## src/rtl/core/mouse_look_vector_rotator_top_defines.svh

```systemverilog
// Assertion macros used by the rotator top level.
// Each one assumes clock aclk and active low reset aresetn in scope.
`ifndef MOUSE_LOOK_VECTOR_ROTATOR_TOP_DEFINES_SVH
`define MOUSE_LOOK_VECTOR_ROTATOR_TOP_DEFINES_SVH

// Consequent checked in the same cycle as the antecedent.
`define MLVR_ASSERT_NOW(lbl, ante, cons, msg) \
    lbl: assert property (@(posedge aclk) disable iff (!aresetn) (ante) |-> (cons)) \
        else $error(msg);

// Consequent checked in the cycle after the antecedent.
`define MLVR_ASSERT_NEXT(lbl, ante, cons, msg) \
    lbl: assert property (@(posedge aclk) disable iff (!aresetn) (ante) |=> (cons)) \
        else $error(msg);

`endif

```

## src/rtl/core/mlvr_pkg.sv

```systemverilog
package mlvr_pkg;

    // default parameter values
    localparam int COORD_BITS_DEF     = 13;
    localparam int ROTATION_STEPS_DEF = 16;

    // field widths
    localparam int VEC_BITS    = 16;
    localparam int SENS_BITS   = 16;
    localparam int WIN_BITS    = 13;
    localparam int CENTER_BITS = 12;
    localparam int ACT_BITS    = 2;
    localparam int NUM_VECS    = 4;
    localparam int M_DATA_BITS = 96;

    // config port
    localparam int CFG_ADDR_BITS = 2;
    localparam int CFG_DATA_BITS = 16;
    localparam logic [CFG_ADDR_BITS-1:0] REG_ENABLE      = 2'd0;
    localparam logic [CFG_ADDR_BITS-1:0] REG_SENSITIVITY = 2'd1;
    localparam logic [CFG_ADDR_BITS-1:0] REG_WIN_WIDTH   = 2'd2;
    localparam logic [CFG_ADDR_BITS-1:0] REG_WIN_HEIGHT  = 2'd3;

    localparam logic                 ENABLE_RST = 1'b1;
    localparam logic [SENS_BITS-1:0] SENS_RST   = 16'd197;
    localparam logic [WIN_BITS-1:0]  WIN_W_RST  = 13'd1280;
    localparam logic [WIN_BITS-1:0]  WIN_H_RST  = 13'd720;

    // cursor actions
    localparam logic [ACT_BITS-1:0] ACT_NONE = 2'd0;
    localparam logic [ACT_BITS-1:0] ACT_SHOW = 2'd1;
    localparam logic [ACT_BITS-1:0] ACT_WARP = 2'd2;

    localparam int RECENTER_LIMIT = 50;

    // angle arithmetic: Q16 product, Q32 for reduction, Q30 for CORDIC
    localparam int FRAC_WIDEN = 16;
    localparam int TP_BITS    = 35;   // width of 2*pi in Q32
    localparam int TP_LOG2    = 34;   // 2^34 <= 2*pi in Q32
    localparam logic [TP_BITS-1:0] TWO_PI_Q32 = 35'd26986075409;
    localparam logic [TP_BITS-1:0] PI_Q32     = 35'd13493037704;

    localparam int Z_BITS = 34;
    localparam logic signed [Z_BITS-1:0] HALF_PI_Q30 = 34'sd1686629713;
    localparam logic signed [Z_BITS-1:0] PI_Q30      = 34'sd3373259426;

    // vector datapath: Q2.14 plus 8 guard bits, headroom for CORDIC growth
    localparam int GUARD_BITS = 8;
    localparam int W_BITS     = 27;
    localparam int GAIN_BITS  = 31;
    localparam logic signed [GAIN_BITS-1:0] GAIN_INV_Q30 = 31'sd652032874;
    localparam int OUT_SHIFT  = 38;

    localparam int ATAN_IDX_BITS = 5;

    typedef struct packed {
        logic start;
        logic negative;
    } angle_req_t;

    function automatic logic signed [Z_BITS-1:0] atan_q30(
        input logic [ATAN_IDX_BITS-1:0] idx
    );
        logic signed [Z_BITS-1:0] v;
        case (idx)
            5'd0:    v = 34'sd843314857;
            5'd1:    v = 34'sd497837829;
            5'd2:    v = 34'sd263043837;
            5'd3:    v = 34'sd133525159;
            5'd4:    v = 34'sd67021687;
            5'd5:    v = 34'sd33543516;
            5'd6:    v = 34'sd16775851;
            5'd7:    v = 34'sd8388437;
            5'd8:    v = 34'sd4194283;
            5'd9:    v = 34'sd2097149;
            5'd10:   v = 34'sd1048576;
            5'd11:   v = 34'sd524288;
            5'd12:   v = 34'sd262144;
            5'd13:   v = 34'sd131072;
            5'd14:   v = 34'sd65536;
            5'd15:   v = 34'sd32768;
            5'd16:   v = 34'sd16384;
            5'd17:   v = 34'sd8192;
            5'd18:   v = 34'sd4096;
            5'd19:   v = 34'sd2048;
            5'd20:   v = 34'sd1024;
            5'd21:   v = 34'sd512;
            5'd22:   v = 34'sd256;
            5'd23:   v = 34'sd128;
            default: v = '0;
        endcase
        return v;
    endfunction

endpackage

```

## src/rtl/core/mlvr_angle.sv

```systemverilog
// Angle unit: radix-4 serial multiply of |delta| by sensitivity, then
// restoring reduction modulo 2*pi one quotient bit a cycle, then wrap
// into (-pi, pi] and round to Q30.
module mlvr_angle #(
    parameter int COORD_BITS = mlvr_pkg::COORD_BITS_DEF
) (
    input  logic                                  aclk,
    input  logic                                  aresetn,
    input  mlvr_pkg::angle_req_t                  req,
    input  logic [COORD_BITS-1:0]                 delta_mag,
    input  logic [mlvr_pkg::SENS_BITS-1:0]        sensitivity,
    output logic                                  done,
    output logic signed [mlvr_pkg::Z_BITS-1:0]    angle
);

    localparam int PROD_BITS = COORD_BITS + mlvr_pkg::SENS_BITS;
    localparam int MAG_BITS  = PROD_BITS + mlvr_pkg::FRAC_WIDEN;
    localparam int QUO_BITS  = MAG_BITS - mlvr_pkg::TP_LOG2;
    localparam int MUL_STEPS = mlvr_pkg::SENS_BITS / 2;
    localparam int CNT_MAX   = (QUO_BITS > MUL_STEPS) ? QUO_BITS : MUL_STEPS;
    localparam int CNT_BITS  = $clog2(CNT_MAX);
    localparam int TPB       = mlvr_pkg::TP_BITS;
    localparam int ZB        = mlvr_pkg::Z_BITS;

    localparam logic [2:0] AS_IDLE  = 3'd0;
    localparam logic [2:0] AS_MUL   = 3'd1;
    localparam logic [2:0] AS_MOD   = 3'd2;
    localparam logic [2:0] AS_WRAP  = 3'd3;
    localparam logic [2:0] AS_ANGLE = 3'd4;

    localparam logic [MAG_BITS-1:0] DVS_INIT =
        MAG_BITS'(mlvr_pkg::TWO_PI_Q32) << (QUO_BITS - 1);

    logic [2:0]                       state_reg;
    logic [CNT_BITS-1:0]              cnt_reg;
    logic [PROD_BITS-1:0]             mcand_reg;
    logic [PROD_BITS-1:0]             mcand3_reg;
    logic [mlvr_pkg::SENS_BITS-1:0]   mplier_reg;
    logic [PROD_BITS-1:0]             acc_reg;
    logic [PROD_BITS-1:0]             acc_next;
    logic [PROD_BITS-1:0]             addend;
    logic [MAG_BITS-1:0]              rem_reg;
    logic [MAG_BITS-1:0]              dvs_reg;
    logic                             neg_reg;
    logic [TPB-1:0]                   r1_reg;
    logic [TPB-1:0]                   rem_low;
    logic signed [TPB+1:0]            sum;
    logic                             done_reg;
    logic signed [ZB-1:0]             angle_reg;

    always_comb begin
        case (mplier_reg[1:0])
            2'd0:    addend = '0;
            2'd1:    addend = mcand_reg;
            2'd2:    addend = mcand_reg << 1;
            default: addend = mcand3_reg;
        endcase
        acc_next = acc_reg + addend;
        rem_low  = rem_reg[TPB-1:0];
        sum = $signed({2'b00, r1_reg}) + (TPB+2)'(2)
            - ((r1_reg > mlvr_pkg::PI_Q32) ? $signed({2'b00, mlvr_pkg::TWO_PI_Q32})
                                           : (TPB+2)'(0));
    end

    always_ff @(posedge aclk) begin
        if (!aresetn) begin
            state_reg <= AS_IDLE;
            cnt_reg   <= '0;
            done_reg  <= 1'b0;
        end else begin
            done_reg <= 1'b0;
            unique case (state_reg)
                AS_IDLE: begin
                    if (req.start) begin
                        state_reg <= AS_MUL;
                        cnt_reg   <= '0;
                    end
                end
                AS_MUL: begin
                    cnt_reg <= cnt_reg + 1'b1;
                    if (cnt_reg == CNT_BITS'(MUL_STEPS - 1)) begin
                        cnt_reg   <= '0;
                        state_reg <= AS_MOD;
                    end
                end
                AS_MOD: begin
                    cnt_reg <= cnt_reg + 1'b1;
                    if (cnt_reg == CNT_BITS'(QUO_BITS - 1)) begin
                        state_reg <= AS_WRAP;
                    end
                end
                AS_WRAP: begin
                    state_reg <= AS_ANGLE;
                end
                AS_ANGLE: begin
                    done_reg  <= 1'b1;
                    state_reg <= AS_IDLE;
                end
                default: state_reg <= AS_IDLE;
            endcase
        end
    end

    // datapath, no reset
    always_ff @(posedge aclk) begin
        case (state_reg)
            AS_IDLE: begin
                if (req.start) begin
                    mcand_reg  <= PROD_BITS'(delta_mag);
                    mcand3_reg <= PROD_BITS'(delta_mag) + (PROD_BITS'(delta_mag) << 1);
                    mplier_reg <= sensitivity;
                    acc_reg    <= '0;
                    neg_reg    <= req.negative;
                end
            end
            AS_MUL: begin
                acc_reg    <= acc_next;
                mcand_reg  <= mcand_reg << 2;
                mcand3_reg <= mcand3_reg << 2;
                mplier_reg <= mplier_reg >> 2;
                rem_reg    <= {acc_next, {mlvr_pkg::FRAC_WIDEN{1'b0}}};
                dvs_reg    <= DVS_INIT;
            end
            AS_MOD: begin
                if (rem_reg >= dvs_reg) begin
                    rem_reg <= rem_reg - dvs_reg;
                end
                dvs_reg <= dvs_reg >> 1;
            end
            AS_WRAP: begin
                // negative product: mirror the remainder
                r1_reg <= (neg_reg && (rem_low != '0)) ? mlvr_pkg::TWO_PI_Q32 - rem_low
                                                       : rem_low;
            end
            AS_ANGLE: begin
                angle_reg <= sum[ZB+1:2];
            end
            default: ;
        endcase
    end

    assign done  = done_reg;
    assign angle = angle_reg;

endmodule

```

## src/rtl/core/mouse_look_vector_rotator_top.sv

```systemverilog
// Channel  Dir  Payload                                         Handshake
// s_       in   pointer_x/y, view_dir_x/y, view_plane_x/y       s_tvalid/s_tready
// m_       out  rotated_dir_x/y, rotated_plane_x/y, cursor      m_tvalid/m_tready
//               action, warp_x/y
// cfg_     in   enable, sensitivity, window width/height        cfg_wr_en, no wait
//
// One item at a time. An item that needs no rotation goes straight to the output stage.
// A rotated item runs through the angle unit, the fold, CORDIC and gain stages:
// 8 radix-4 multiply steps and COORD_BITS-2 reduction steps in the angle unit,
// then one CORDIC iteration per cycle and each vector through the shared multiplier.
// Reset (aresetn low, synchronous) sets control, state and config to defaults.
// A result waits in the output register under m_tready stall; the next item is
// still accepted and held in its final stage until the output register frees.
`include "mouse_look_vector_rotator_top_defines.svh"

module mouse_look_vector_rotator_top #(
    parameter int  COORD_BITS     = mlvr_pkg::COORD_BITS_DEF,
    parameter int  ROTATION_STEPS = mlvr_pkg::ROTATION_STEPS_DEF,
    localparam int S_DATA_BITS    =
        ((2 * COORD_BITS + mlvr_pkg::NUM_VECS * mlvr_pkg::VEC_BITS + 7) / 8) * 8
) (
    input  logic                                  aclk,
    input  logic                                  aresetn,
    // input items
    input  logic                                  s_tvalid,
    output logic                                  s_tready,
    // pointer_x, pointer_y, view_dir_x, view_dir_y, view_plane_x, view_plane_y
    input  logic [S_DATA_BITS-1:0]                s_tdata,
    // result items
    output logic                                  m_tvalid,
    input  logic                                  m_tready,
    // rotated_dir_x, rotated_dir_y, rotated_plane_x, rotated_plane_y,
    // cursor_action, warp_x, warp_y
    output logic [mlvr_pkg::M_DATA_BITS-1:0]      m_tdata,
    // configuration writes
    input  logic                                  cfg_wr_en,
    input  logic [mlvr_pkg::CFG_ADDR_BITS-1:0]    cfg_addr,
    input  logic [mlvr_pkg::CFG_DATA_BITS-1:0]    cfg_wr_data
);

    localparam int VB        = mlvr_pkg::VEC_BITS;
    localparam int WB        = mlvr_pkg::W_BITS;
    localparam int ZB        = mlvr_pkg::Z_BITS;
    localparam int CB        = mlvr_pkg::CENTER_BITS;
    localparam int NV        = mlvr_pkg::NUM_VECS;
    localparam int PROD_W    = WB + mlvr_pkg::GAIN_BITS;
    localparam int SH_W      = PROD_W - mlvr_pkg::OUT_SHIFT;
    localparam int ITER_BITS = $clog2(ROTATION_STEPS);
    localparam int GCNT_BITS = $clog2(NV + 1);
    localparam int DIFF_BITS = ((COORD_BITS > CB) ? COORD_BITS : CB) + 2;
    localparam int PAD_BITS  = mlvr_pkg::M_DATA_BITS - NV * VB - mlvr_pkg::ACT_BITS - 2 * CB;

    // top-level sequencer
    localparam logic [2:0] ST_IDLE  = 3'd0;
    localparam logic [2:0] ST_ANGLE = 3'd1;
    localparam logic [2:0] ST_FOLD  = 3'd2;
    localparam logic [2:0] ST_ROT   = 3'd3;
    localparam logic [2:0] ST_GAIN  = 3'd4;
    localparam logic [2:0] ST_FIN   = 3'd5;

    // config registers
    logic                            enabled_reg;
    logic [mlvr_pkg::SENS_BITS-1:0]  sens_reg;
    logic [mlvr_pkg::WIN_BITS-1:0]   win_w_reg;
    logic [mlvr_pkg::WIN_BITS-1:0]   win_h_reg;

    // block state
    logic signed [COORD_BITS-1:0]    prev_x_reg;
    logic                            first_move_reg;

    logic [2:0]                      state_reg;
    logic [ITER_BITS-1:0]            iter_reg;
    logic [GCNT_BITS-1:0]            gcnt_reg;

    logic signed [WB-1:0]            w_reg   [NV];
    logic signed [VB-1:0]            res_reg [NV];
    logic signed [ZB-1:0]            z_reg;
    logic signed [PROD_W-1:0]        prod_reg;
    logic [mlvr_pkg::ACT_BITS-1:0]   act_reg;
    logic [CB-1:0]                   wx_reg;
    logic [CB-1:0]                   wy_reg;

    logic                            m_tvalid_reg;
    logic [mlvr_pkg::M_DATA_BITS-1:0] m_data_reg;

    // input unpack
    logic signed [COORD_BITS-1:0]    px;
    logic signed [COORD_BITS-1:0]    py;
    logic signed [VB-1:0]            vec_in [NV];
    logic                            accept;

    // accept-time decisions
    logic signed [COORD_BITS:0]      delta;
    logic [COORD_BITS:0]             delta_abs;
    logic                            rot_go;
    logic [CB-1:0]                   cx;
    logic [CB-1:0]                   cy;
    logic [COORD_BITS+CB-1:0]        cx_ext;
    logic signed [DIFF_BITS-1:0]     dx;
    logic signed [DIFF_BITS-1:0]     dy;
    logic                            recenter;

    // rotation datapath
    logic signed [WB-1:0]            xs0, ys0, xs1, ys1;
    logic signed [ZB-1:0]            atan_val;
    logic signed [PROD_W-1:0]        prod_next;
    logic signed [PROD_W-1:0]        rnd;
    logic signed [SH_W-1:0]          shifted;
    logic signed [VB-1:0]            sat_val;

    mlvr_pkg::angle_req_t            ang_req;
    logic                            ang_done;
    logic signed [ZB-1:0]            ang_val;

    assign accept = s_tvalid && s_tready;
    assign px     = s_tdata[COORD_BITS-1:0];
    assign py     = s_tdata[2*COORD_BITS-1:COORD_BITS];

    for (genvar k = 0; k < NV; k++) begin : g_unpack
        assign vec_in[k] = s_tdata[2*COORD_BITS + k*VB +: VB];
    end

    always_comb begin
        delta     = {prev_x_reg[COORD_BITS-1], prev_x_reg} - {px[COORD_BITS-1], px};
        delta_abs = delta[COORD_BITS] ? -delta : delta;
        // a zero product leaves the vectors untouched
        rot_go    = enabled_reg && !first_move_reg && (delta != '0) && (sens_reg != '0);

        cx     = win_w_reg[mlvr_pkg::WIN_BITS-1:1];
        cy     = win_h_reg[mlvr_pkg::WIN_BITS-1:1];
        cx_ext = {{COORD_BITS{1'b0}}, cx};
        dx = DIFF_BITS'(px) - $signed({{(DIFF_BITS-CB){1'b0}}, cx});
        dy = DIFF_BITS'(py) - $signed({{(DIFF_BITS-CB){1'b0}}, cy});
        recenter = (dx > DIFF_BITS'(mlvr_pkg::RECENTER_LIMIT))
                || (dx < -DIFF_BITS'(mlvr_pkg::RECENTER_LIMIT))
                || (dy > DIFF_BITS'(mlvr_pkg::RECENTER_LIMIT))
                || (dy < -DIFF_BITS'(mlvr_pkg::RECENTER_LIMIT));

        ang_req.start    = accept && rot_go;
        ang_req.negative = delta[COORD_BITS];
    end

    mlvr_angle #(
        .COORD_BITS (COORD_BITS)
    ) u_angle (
        .aclk        (aclk),
        .aresetn     (aresetn),
        .req         (ang_req),
        .delta_mag   (delta_abs[COORD_BITS-1:0]),
        .sensitivity (sens_reg),
        .done        (ang_done),
        .angle       (ang_val)
    );

    // CORDIC step and gain stage
    always_comb begin
        xs0      = w_reg[0] >>> iter_reg;
        ys0      = w_reg[1] >>> iter_reg;
        xs1      = w_reg[2] >>> iter_reg;
        ys1      = w_reg[3] >>> iter_reg;
        atan_val = mlvr_pkg::atan_q30(mlvr_pkg::ATAN_IDX_BITS'(iter_reg));

        prod_next = w_reg[0] * mlvr_pkg::GAIN_INV_Q30;
        rnd       = prod_reg + (PROD_W'(1) << (mlvr_pkg::OUT_SHIFT - 1));
        shifted   = SH_W'(rnd >>> mlvr_pkg::OUT_SHIFT);
        if (shifted > SH_W'(32767)) begin
            sat_val = 16'sh7fff;
        end else if (shifted < -SH_W'(32768)) begin
            sat_val = -16'sh8000;
        end else begin
            sat_val = shifted[VB-1:0];
        end
    end

    // config and block state
    always_ff @(posedge aclk) begin
        if (!aresetn) begin
            enabled_reg    <= mlvr_pkg::ENABLE_RST;
            sens_reg       <= mlvr_pkg::SENS_RST;
            win_w_reg      <= mlvr_pkg::WIN_W_RST;
            win_h_reg      <= mlvr_pkg::WIN_H_RST;
            prev_x_reg     <= '0;
            first_move_reg <= 1'b1;
        end else begin
            if (cfg_wr_en) begin
                unique case (cfg_addr)
                    mlvr_pkg::REG_ENABLE:      enabled_reg <= cfg_wr_data[0];
                    mlvr_pkg::REG_SENSITIVITY: sens_reg    <= cfg_wr_data;
                    mlvr_pkg::REG_WIN_WIDTH:
                        win_w_reg <= cfg_wr_data[mlvr_pkg::WIN_BITS-1:0];
                    mlvr_pkg::REG_WIN_HEIGHT:
                        win_h_reg <= cfg_wr_data[mlvr_pkg::WIN_BITS-1:0];
                endcase
            end
            // disabled: state untouched
            if (accept && enabled_reg) begin
                first_move_reg <= 1'b0;
                // recenter pins the reference to the center, wrapped to coord width
                prev_x_reg <= recenter ? $signed(cx_ext[COORD_BITS-1:0]) : px;
            end
        end
    end

    // sequencer and output register
    always_ff @(posedge aclk) begin
        if (!aresetn) begin
            state_reg    <= ST_IDLE;
            iter_reg     <= '0;
            gcnt_reg     <= '0;
            m_tvalid_reg <= 1'b0;
        end else begin
            if (m_tvalid_reg && m_tready) begin
                m_tvalid_reg <= 1'b0;
            end
            unique case (state_reg)
                ST_IDLE: begin
                    if (accept) begin
                        state_reg <= rot_go ? ST_ANGLE : ST_FIN;
                    end
                end
                ST_ANGLE: begin
                    if (ang_done) begin
                        state_reg <= ST_FOLD;
                    end
                end
                ST_FOLD: begin
                    iter_reg  <= '0;
                    state_reg <= ST_ROT;
                end
                ST_ROT: begin
                    iter_reg <= iter_reg + 1'b1;
                    if (iter_reg == ITER_BITS'(ROTATION_STEPS - 1)) begin
                        gcnt_reg  <= '0;
                        state_reg <= ST_GAIN;
                    end
                end
                ST_GAIN: begin
                    gcnt_reg <= gcnt_reg + 1'b1;
                    if (gcnt_reg == GCNT_BITS'(NV)) begin
                        state_reg <= ST_FIN;
                    end
                end
                ST_FIN: begin
                    if (!m_tvalid_reg || m_tready) begin
                        m_tvalid_reg <= 1'b1;
                        state_reg    <= ST_IDLE;
                    end
                end
                default: state_reg <= ST_IDLE;
            endcase
        end
    end

    // datapath, no reset
    always_ff @(posedge aclk) begin
        case (state_reg)
            ST_IDLE: begin
                if (accept) begin
                    for (int k = 0; k < NV; k++) begin
                        res_reg[k] <= vec_in[k];
                        w_reg[k]   <= {{(WB-VB-mlvr_pkg::GUARD_BITS){vec_in[k][VB-1]}},
                                       vec_in[k], {mlvr_pkg::GUARD_BITS{1'b0}}};
                    end
                    if (recenter) begin
                        act_reg <= enabled_reg ? mlvr_pkg::ACT_WARP : mlvr_pkg::ACT_SHOW;
                    end else begin
                        act_reg <= mlvr_pkg::ACT_NONE;
                    end
                    wx_reg <= (recenter && enabled_reg) ? cx : '0;
                    wy_reg <= (recenter && enabled_reg) ? cy : '0;
                end
            end
            ST_ANGLE: begin
                if (ang_done) begin
                    z_reg <= ang_val;
                end
            end
            ST_FOLD: begin
                // beyond +-pi/2: rotate by pi first (negate), shrink angle
                if (z_reg > mlvr_pkg::HALF_PI_Q30) begin
                    for (int k = 0; k < NV; k++) w_reg[k] <= -w_reg[k];
                    z_reg <= z_reg - mlvr_pkg::PI_Q30;
                end else if (z_reg < -mlvr_pkg::HALF_PI_Q30) begin
                    for (int k = 0; k < NV; k++) w_reg[k] <= -w_reg[k];
                    z_reg <= z_reg + mlvr_pkg::PI_Q30;
                end
            end
            ST_ROT: begin
                if (!z_reg[ZB-1]) begin
                    w_reg[0] <= w_reg[0] - ys0;
                    w_reg[1] <= w_reg[1] + xs0;
                    w_reg[2] <= w_reg[2] - ys1;
                    w_reg[3] <= w_reg[3] + xs1;
                    z_reg    <= z_reg - atan_val;
                end else begin
                    w_reg[0] <= w_reg[0] + ys0;
                    w_reg[1] <= w_reg[1] - xs0;
                    w_reg[2] <= w_reg[2] + ys1;
                    w_reg[3] <= w_reg[3] - xs1;
                    z_reg    <= z_reg + atan_val;
                end
            end
            ST_GAIN: begin
                // one shared multiplier: w rotates past it, results shift in
                if (gcnt_reg != GCNT_BITS'(NV)) begin
                    prod_reg <= prod_next;
                    w_reg[0] <= w_reg[1];
                    w_reg[1] <= w_reg[2];
                    w_reg[2] <= w_reg[3];
                    w_reg[3] <= w_reg[0];
                end
                if (gcnt_reg != '0) begin
                    res_reg[0] <= res_reg[1];
                    res_reg[1] <= res_reg[2];
                    res_reg[2] <= res_reg[3];
                    res_reg[3] <= sat_val;
                end
            end
            ST_FIN: begin
                if (!m_tvalid_reg || m_tready) begin
                    m_data_reg <= {{PAD_BITS{1'b0}}, wy_reg, wx_reg, act_reg,
                                   res_reg[3], res_reg[2], res_reg[1], res_reg[0]};
                end
            end
            default: ;
        endcase
    end

    assign s_tready = (state_reg == ST_IDLE);
    assign m_tvalid = m_tvalid_reg;
    assign m_tdata  = m_data_reg;

    // warp coordinates only travel with a warp action
    `MLVR_ASSERT_NOW(a_warp_zero, m_tvalid_reg && (m_data_reg[NV*VB+1:NV*VB] != mlvr_pkg::ACT_WARP), m_data_reg[NV*VB+2+2*CB-1:NV*VB+2] == '0, "warp set without warp action")

    // one item at a time
    `MLVR_ASSERT_NEXT(a_busy_after_accept, accept, !s_tready, "input ready right after accept")

    // angle unit only finishes while the sequencer waits for it
    `MLVR_ASSERT_NOW(a_done_in_wait, ang_done, state_reg == ST_ANGLE, "angle done outside wait")

    // iteration count stays inside the CORDIC table
    `MLVR_ASSERT_NOW(a_iter_range, state_reg == ST_ROT, iter_reg <= ITER_BITS'(ROTATION_STEPS - 1), "CORDIC step overrun")

endmodule
```

## config.mk

```make
export PLATFORM = sky130hd
export DESIGN_NAME = mouse_look_vector_rotator_top
export DESIGN_NICKNAME = d
export VERILOG_FILES = /design/src/rtl/core/mlvr_pkg.sv /design/src/rtl/core/mlvr_angle.sv /design/src/rtl/core/mouse_look_vector_rotator_top.sv
export VERILOG_INCLUDE_DIRS = /design/src /design/src/rtl/core
export SDC_FILE = /design/constraint.sdc
export NUM_CORES = 2
export LEC_CHECK = 0
export ABC_AREA = 1
export CAP_MARGIN = 20
export CORE_ASPECT_RATIO = 0.6
export CORE_MARGIN = 3
export CORE_UTILIZATION = 60
export CTS_BUF_LIST = sky130_fd_sc_hd__clkbuf_8
export DETAILED_ROUTE_END_ITERATION = 12
export DONT_BUFFER_PORTS = 1
export HOLD_SLACK_MARGIN = 0.1
export PLACE_DENSITY = 0.87
export SLEW_MARGIN = 20
export SYNTH_ARGS = -nofsm -noshare
export SYNTH_HDL_FRONTEND = slang
export SYNTH_SLANG_ARGS = --single-unit
```

## constraint.sdc

```tcl
create_clock -name aclk -period 7.2 [get_ports aclk]
set_input_delay 0.36 -clock aclk [delete_from_list [all_inputs] [get_ports aclk]]
set_output_delay 0.36 -clock aclk [all_outputs]
set_load 0.1 [all_outputs]
```

==> PnR_summary.wiki <==
{| class="wikitable"
! Metric !! Value
|-
| Maximum frequency from static timing analysis || 0.1448 GHz
|-
| Quantity of I/O buffers inserted on ports || 0
|-
| Sequential cell area fraction in the yosys report || 26.20%
|-
| Count of different cell masters after synthesis || 70
|-
| Filler cell count in the final layout || 11.00k
|-
| Total number of clock tree sinks || 707
|-
| Post-route minimum period || 6.906 ns
|-
| Unrepaired setup endpoints after global routing || false
|-
| Per-cell via count in the routed design || 6.339
|-
| Kind of end point of the critical path || flip-flop
|-
| Relative max-transition margin || 0.1730%
|-
| Nets@finish || 11.67k
|-
| Pin count of the biggest net entering global routing || 83
|-
| Failing checks || capacitance limit
|-
| Standard-cell rows || 101
|-
| Footprint of the multi-input gates || 0.04956 mm²
|-
| Slowest cell delay on critical path || 0.67 ns
|-
| CTS Root Buffer Type || clkbuf_8
|-
| Number of enable-type register cells in the synthesized netlist || 605
|-
| Endpoint of the most critical register-to-register path || prod_reg[51]
|-
| Total Negative Setup Slacks || 0 ns
|-
| Destination of the worst hold path || w_reg[0][104]
|-
| Hold violation count in the final report || 0
|-
| Path class of the lowest-slack min-delay path || primary input to flip-flop
|-
| Area growth from synthesis to layout || 7.347%
|-
| Die Height || 283.8 µm
|-
| Worst-Margin Slew || 1.492 ns
|-
| Die Width || 468.9 µm
|-
| Number of buffers between clock root and the deepest sink || 3
|-
| DRT Wirelength || 307.0 mm
|-
| #FFs+latches synth || 707
|-
| Reg-to-reg startpoint || w_reg[0][6]
|-
| Proportion of synthesized flip-flops having asynchronous set or reset || 0%
|-
| Effective utilization at floorplan || 60.74%
|-
| Number of DRC violations after detailed-routing iteration 0 || 12.16k
|-
| Wire length per cell || 25.02 µm
|-
| Number of max-capacitance violations reported || 1
|-
| Outcome || complete, but fails checks
|-
| Portion of synthesized cell area occupied by the leading cell type || 23.55%
|-
| Count of nets left with antenna violations after detail routing || 0
|-
| Worst hold-check slack || 0.2194 ns
|-
| Number of setup buffers added after CTS || 0
|-
| Post-synthesis area per instance || 7.431 µm²
|-
| Worst Skew || 0.09406 ns
|-
| Number of antenna violations at the first check in global routing || 25
|-
| Critical Path Start Type || flip-flop
|-
| Yosys Warn Count || 0
|-
| Category of cells accounting for the largest share of critical-path delay || adder cells
|-
| Post-route DRC || 0
|-
| Total global routing track utilization || 44.87%
|-
| Number of flip-flops in the largest register || 108
|-
| Buffer and inverter count on the worst path || 6
|-
| Core Footprint || 0.1270 mm²
|-
| Sequential Area || 0.02022 mm²
|-
| Most Frequent Cell on Critical Path || fa_1
|-
| Cell area after technology mapping || 0.07715 mm²
|-
| Worst Path Max Fanout || 7
|-
| Crit path max-delay cell type || fa_1
|-
| Setup slack of the worst register-to-register path || 0.29 ns
|-
| Data required, critical path || 7.83 ns
|-
| Clk_lat worst skew || 0.91 ns
|-
| Crit Path Category || flip-flop to flip-flop
|-
| Number of detailed-route iterations in the first pass || 10
|-
| Deepest level of the CTS H-tree || 3
|-
| Total count of max-transition violations in the final report || 0
|-
| CTS tree || yes
|-
| Worst Hold Depth || 6
|-
| Worst r2r path cells || 22
|-
| Die Area || 0.1331 mm²
|-
| Cell accounting for the most synthesized area || edfxtp_1
|-
| Worst path arrival time || 7.54 ns
|-
| First-pass GRT wire length || 451.6 mm
|-
| Cells after synthesis || 10.38k
|-
| Via count of the first global-routing pass || 71.16k
|-
| PostCTS Resize Cnt || 0
|-
| Number of primary I/O pins || 217
|-
| Number of buffers created by CTS || 111
|-
| Fraction of final layout cells sized beyond drive strength 1 || 4.417%
|-
| Total stage count of the critical path || 22
|-
| Global route overflow || 0
|-
| Leading post-synthesis cells by cell area || edfxtp_1 24%, ha_1 12%, nand2_1 9.7%
|-
| Placer Congestion || 1.132
|-
| Hold_sp || s_tdata[89]
|-
| Worst setup path startpoint || w_reg[0][6]
|-
| # setup viols final || 0
|-
| Leading register cell type out of synthesis || edfxtp_1
|-
| Hpwl dp || 244.4 mm
|-
| Number of vias in the routed layout || 77.79k
|-
| Crit-path cells || inv_2 > ha_1 > fa_1 > inv_1 > fa_1 > inv_1 > fa_1 > inv_1 > fa_1 > inv_1 > fa_1 > fa_1 > ha_1 > a21oi_1 > inv_1 > a31oi_1 > o31ai_1 > a21oi_1 > nand3_1 > a21oi_1 > o21ai_0 > xor2_1
|-
| Share of the clock period used by the worst path after layout || 95.91%
|-
| Clock slew seen by the registers of the worst setup and hold paths || 0.07 ns
|}
## repair_timing
action | 4_1_cts | 5_1_grt
endpoints found under the hold margin | 219 | 0
endpoints found under the setup margin | 0 | 0
hold buffers | 119 | 0
## stage by stage
step / setup WS [ns] / std cells / utilization, % / instance area, µm²
3_5_place_dp: 0.4644 / 11920 / 62.31 / 79140
5_1_grt: 0.03547 / 12260 / 65.18 / 82780
4_1_cts: 0.4275 / 12250 / 65.15 / 82740
6_report: 0.2943 / 12270 / 65.21 / 82820
2_1_floorplan: 0.7795 / 10390 / - / 77170
3_3_place_gp: 0.4404 / 11920 / 62.31 / 79140
## per-layer routing
layer  wire (µm)  track usage (%)  up-vias
met4        8198            10.16        6
met2      109500            55.31     5984
li1            -                -    34760
met5          66                0        -
met3       58400            21.82      627
met1      130800            68.61    36420
## how the worst max path moves through the flow
stage / to / slack [ns]
2_1_floorplan: prod_reg[56] / 0.78
3_3_place_gp: prod_reg[56] / 0.44
3_5_place_dp: prod_reg[51] / 0.46
4_1_cts: prod_reg[51] / 0.43
5_1_grt: prod_reg[51] / 0.04
6_report: prod_reg[51] / 0.29
## logic make-up (layout without fill, tap and decap cells)
logic type	Yosys count	count (layout)	share of synthesized area (%)
and+or+nand+nor	3897	3897	21.16
AOI/OAI and AO/OA	2277	2277	16.50
buffers and inverters	1951	2113	9.729
adders and majority gates	1101	1101	21.25
DFF	707	707	26.20
xor gates and xnor gates	403	403	4.575
muxes	45	45	0.5839
other	1	30	0.004861
## cell usage after synthesis (45+ instances only)
cell / number
edfxtp_1: 605
nand3_1: 592
inv_1: 1620
a21o_1: 57
o211ai_1: 70
o21a_1: 57
a31oi_1: 96
clkbuf_1: 204
xnor2_1: 83
o21bai_1: 47
mux2i_1: 45
buf_2: 58
or2_2: 73
a21oi_1: 838
fa_1: 349
nor3_1: 124
o21ai_0: 896
xor2_1: 320
nand4_1: 93
ha_1: 752
nor2_1: 895
nand2_1: 2001
dfxtp_1: 102
nor4_1: 48
## tightest hold or removal path, cell delays in order
cell and delay (ns):
inv_1 0.04, nor2_1 0.15, a21oi_1 0.15, o211ai_1 0.09, nand2_1 0.07, nand2_1 0.04
## layout by cell type, fill, tap and decap left out, drive strengths merged, types with 15 or more instances in the layout
master,n
a21boi,23
a21o,57
a21oi,839
a221oi,24
a31oi,96
buf,146
clkbuf,124
clkinv,42
dfxtp,102
diode,24
dlygate4sd3,118
edfxtp,605
fa,349
ha,752
inv,1669
mux2i,45
nand2,2006
nand3,594
nand3b,16
nand4,93
nor2,908
nor3,128
nor4,49
o2111ai,15
o211ai,70
o21a,57
o21ai,920
o21bai,48
o221ai,25
o22ai,29
o31ai,24
or2,77
xnor2,83
xor2,320
## final cells by class
class	instances	share of cell area, %
Antenna cell	24	0.07252
Clock buffer	124	2.061
Clock inverter	86	0.8340
Inverter	1639	7.435
Multi-Input combinational cell	7729	59.85
Sequential cell	707	24.41
Tap cell	1699	2.567
Timing Repair Buffer	264	2.774
Power is not shown: default switching activity piles up to over one toggle a cycle in this logic, so the estimate is an artifact.
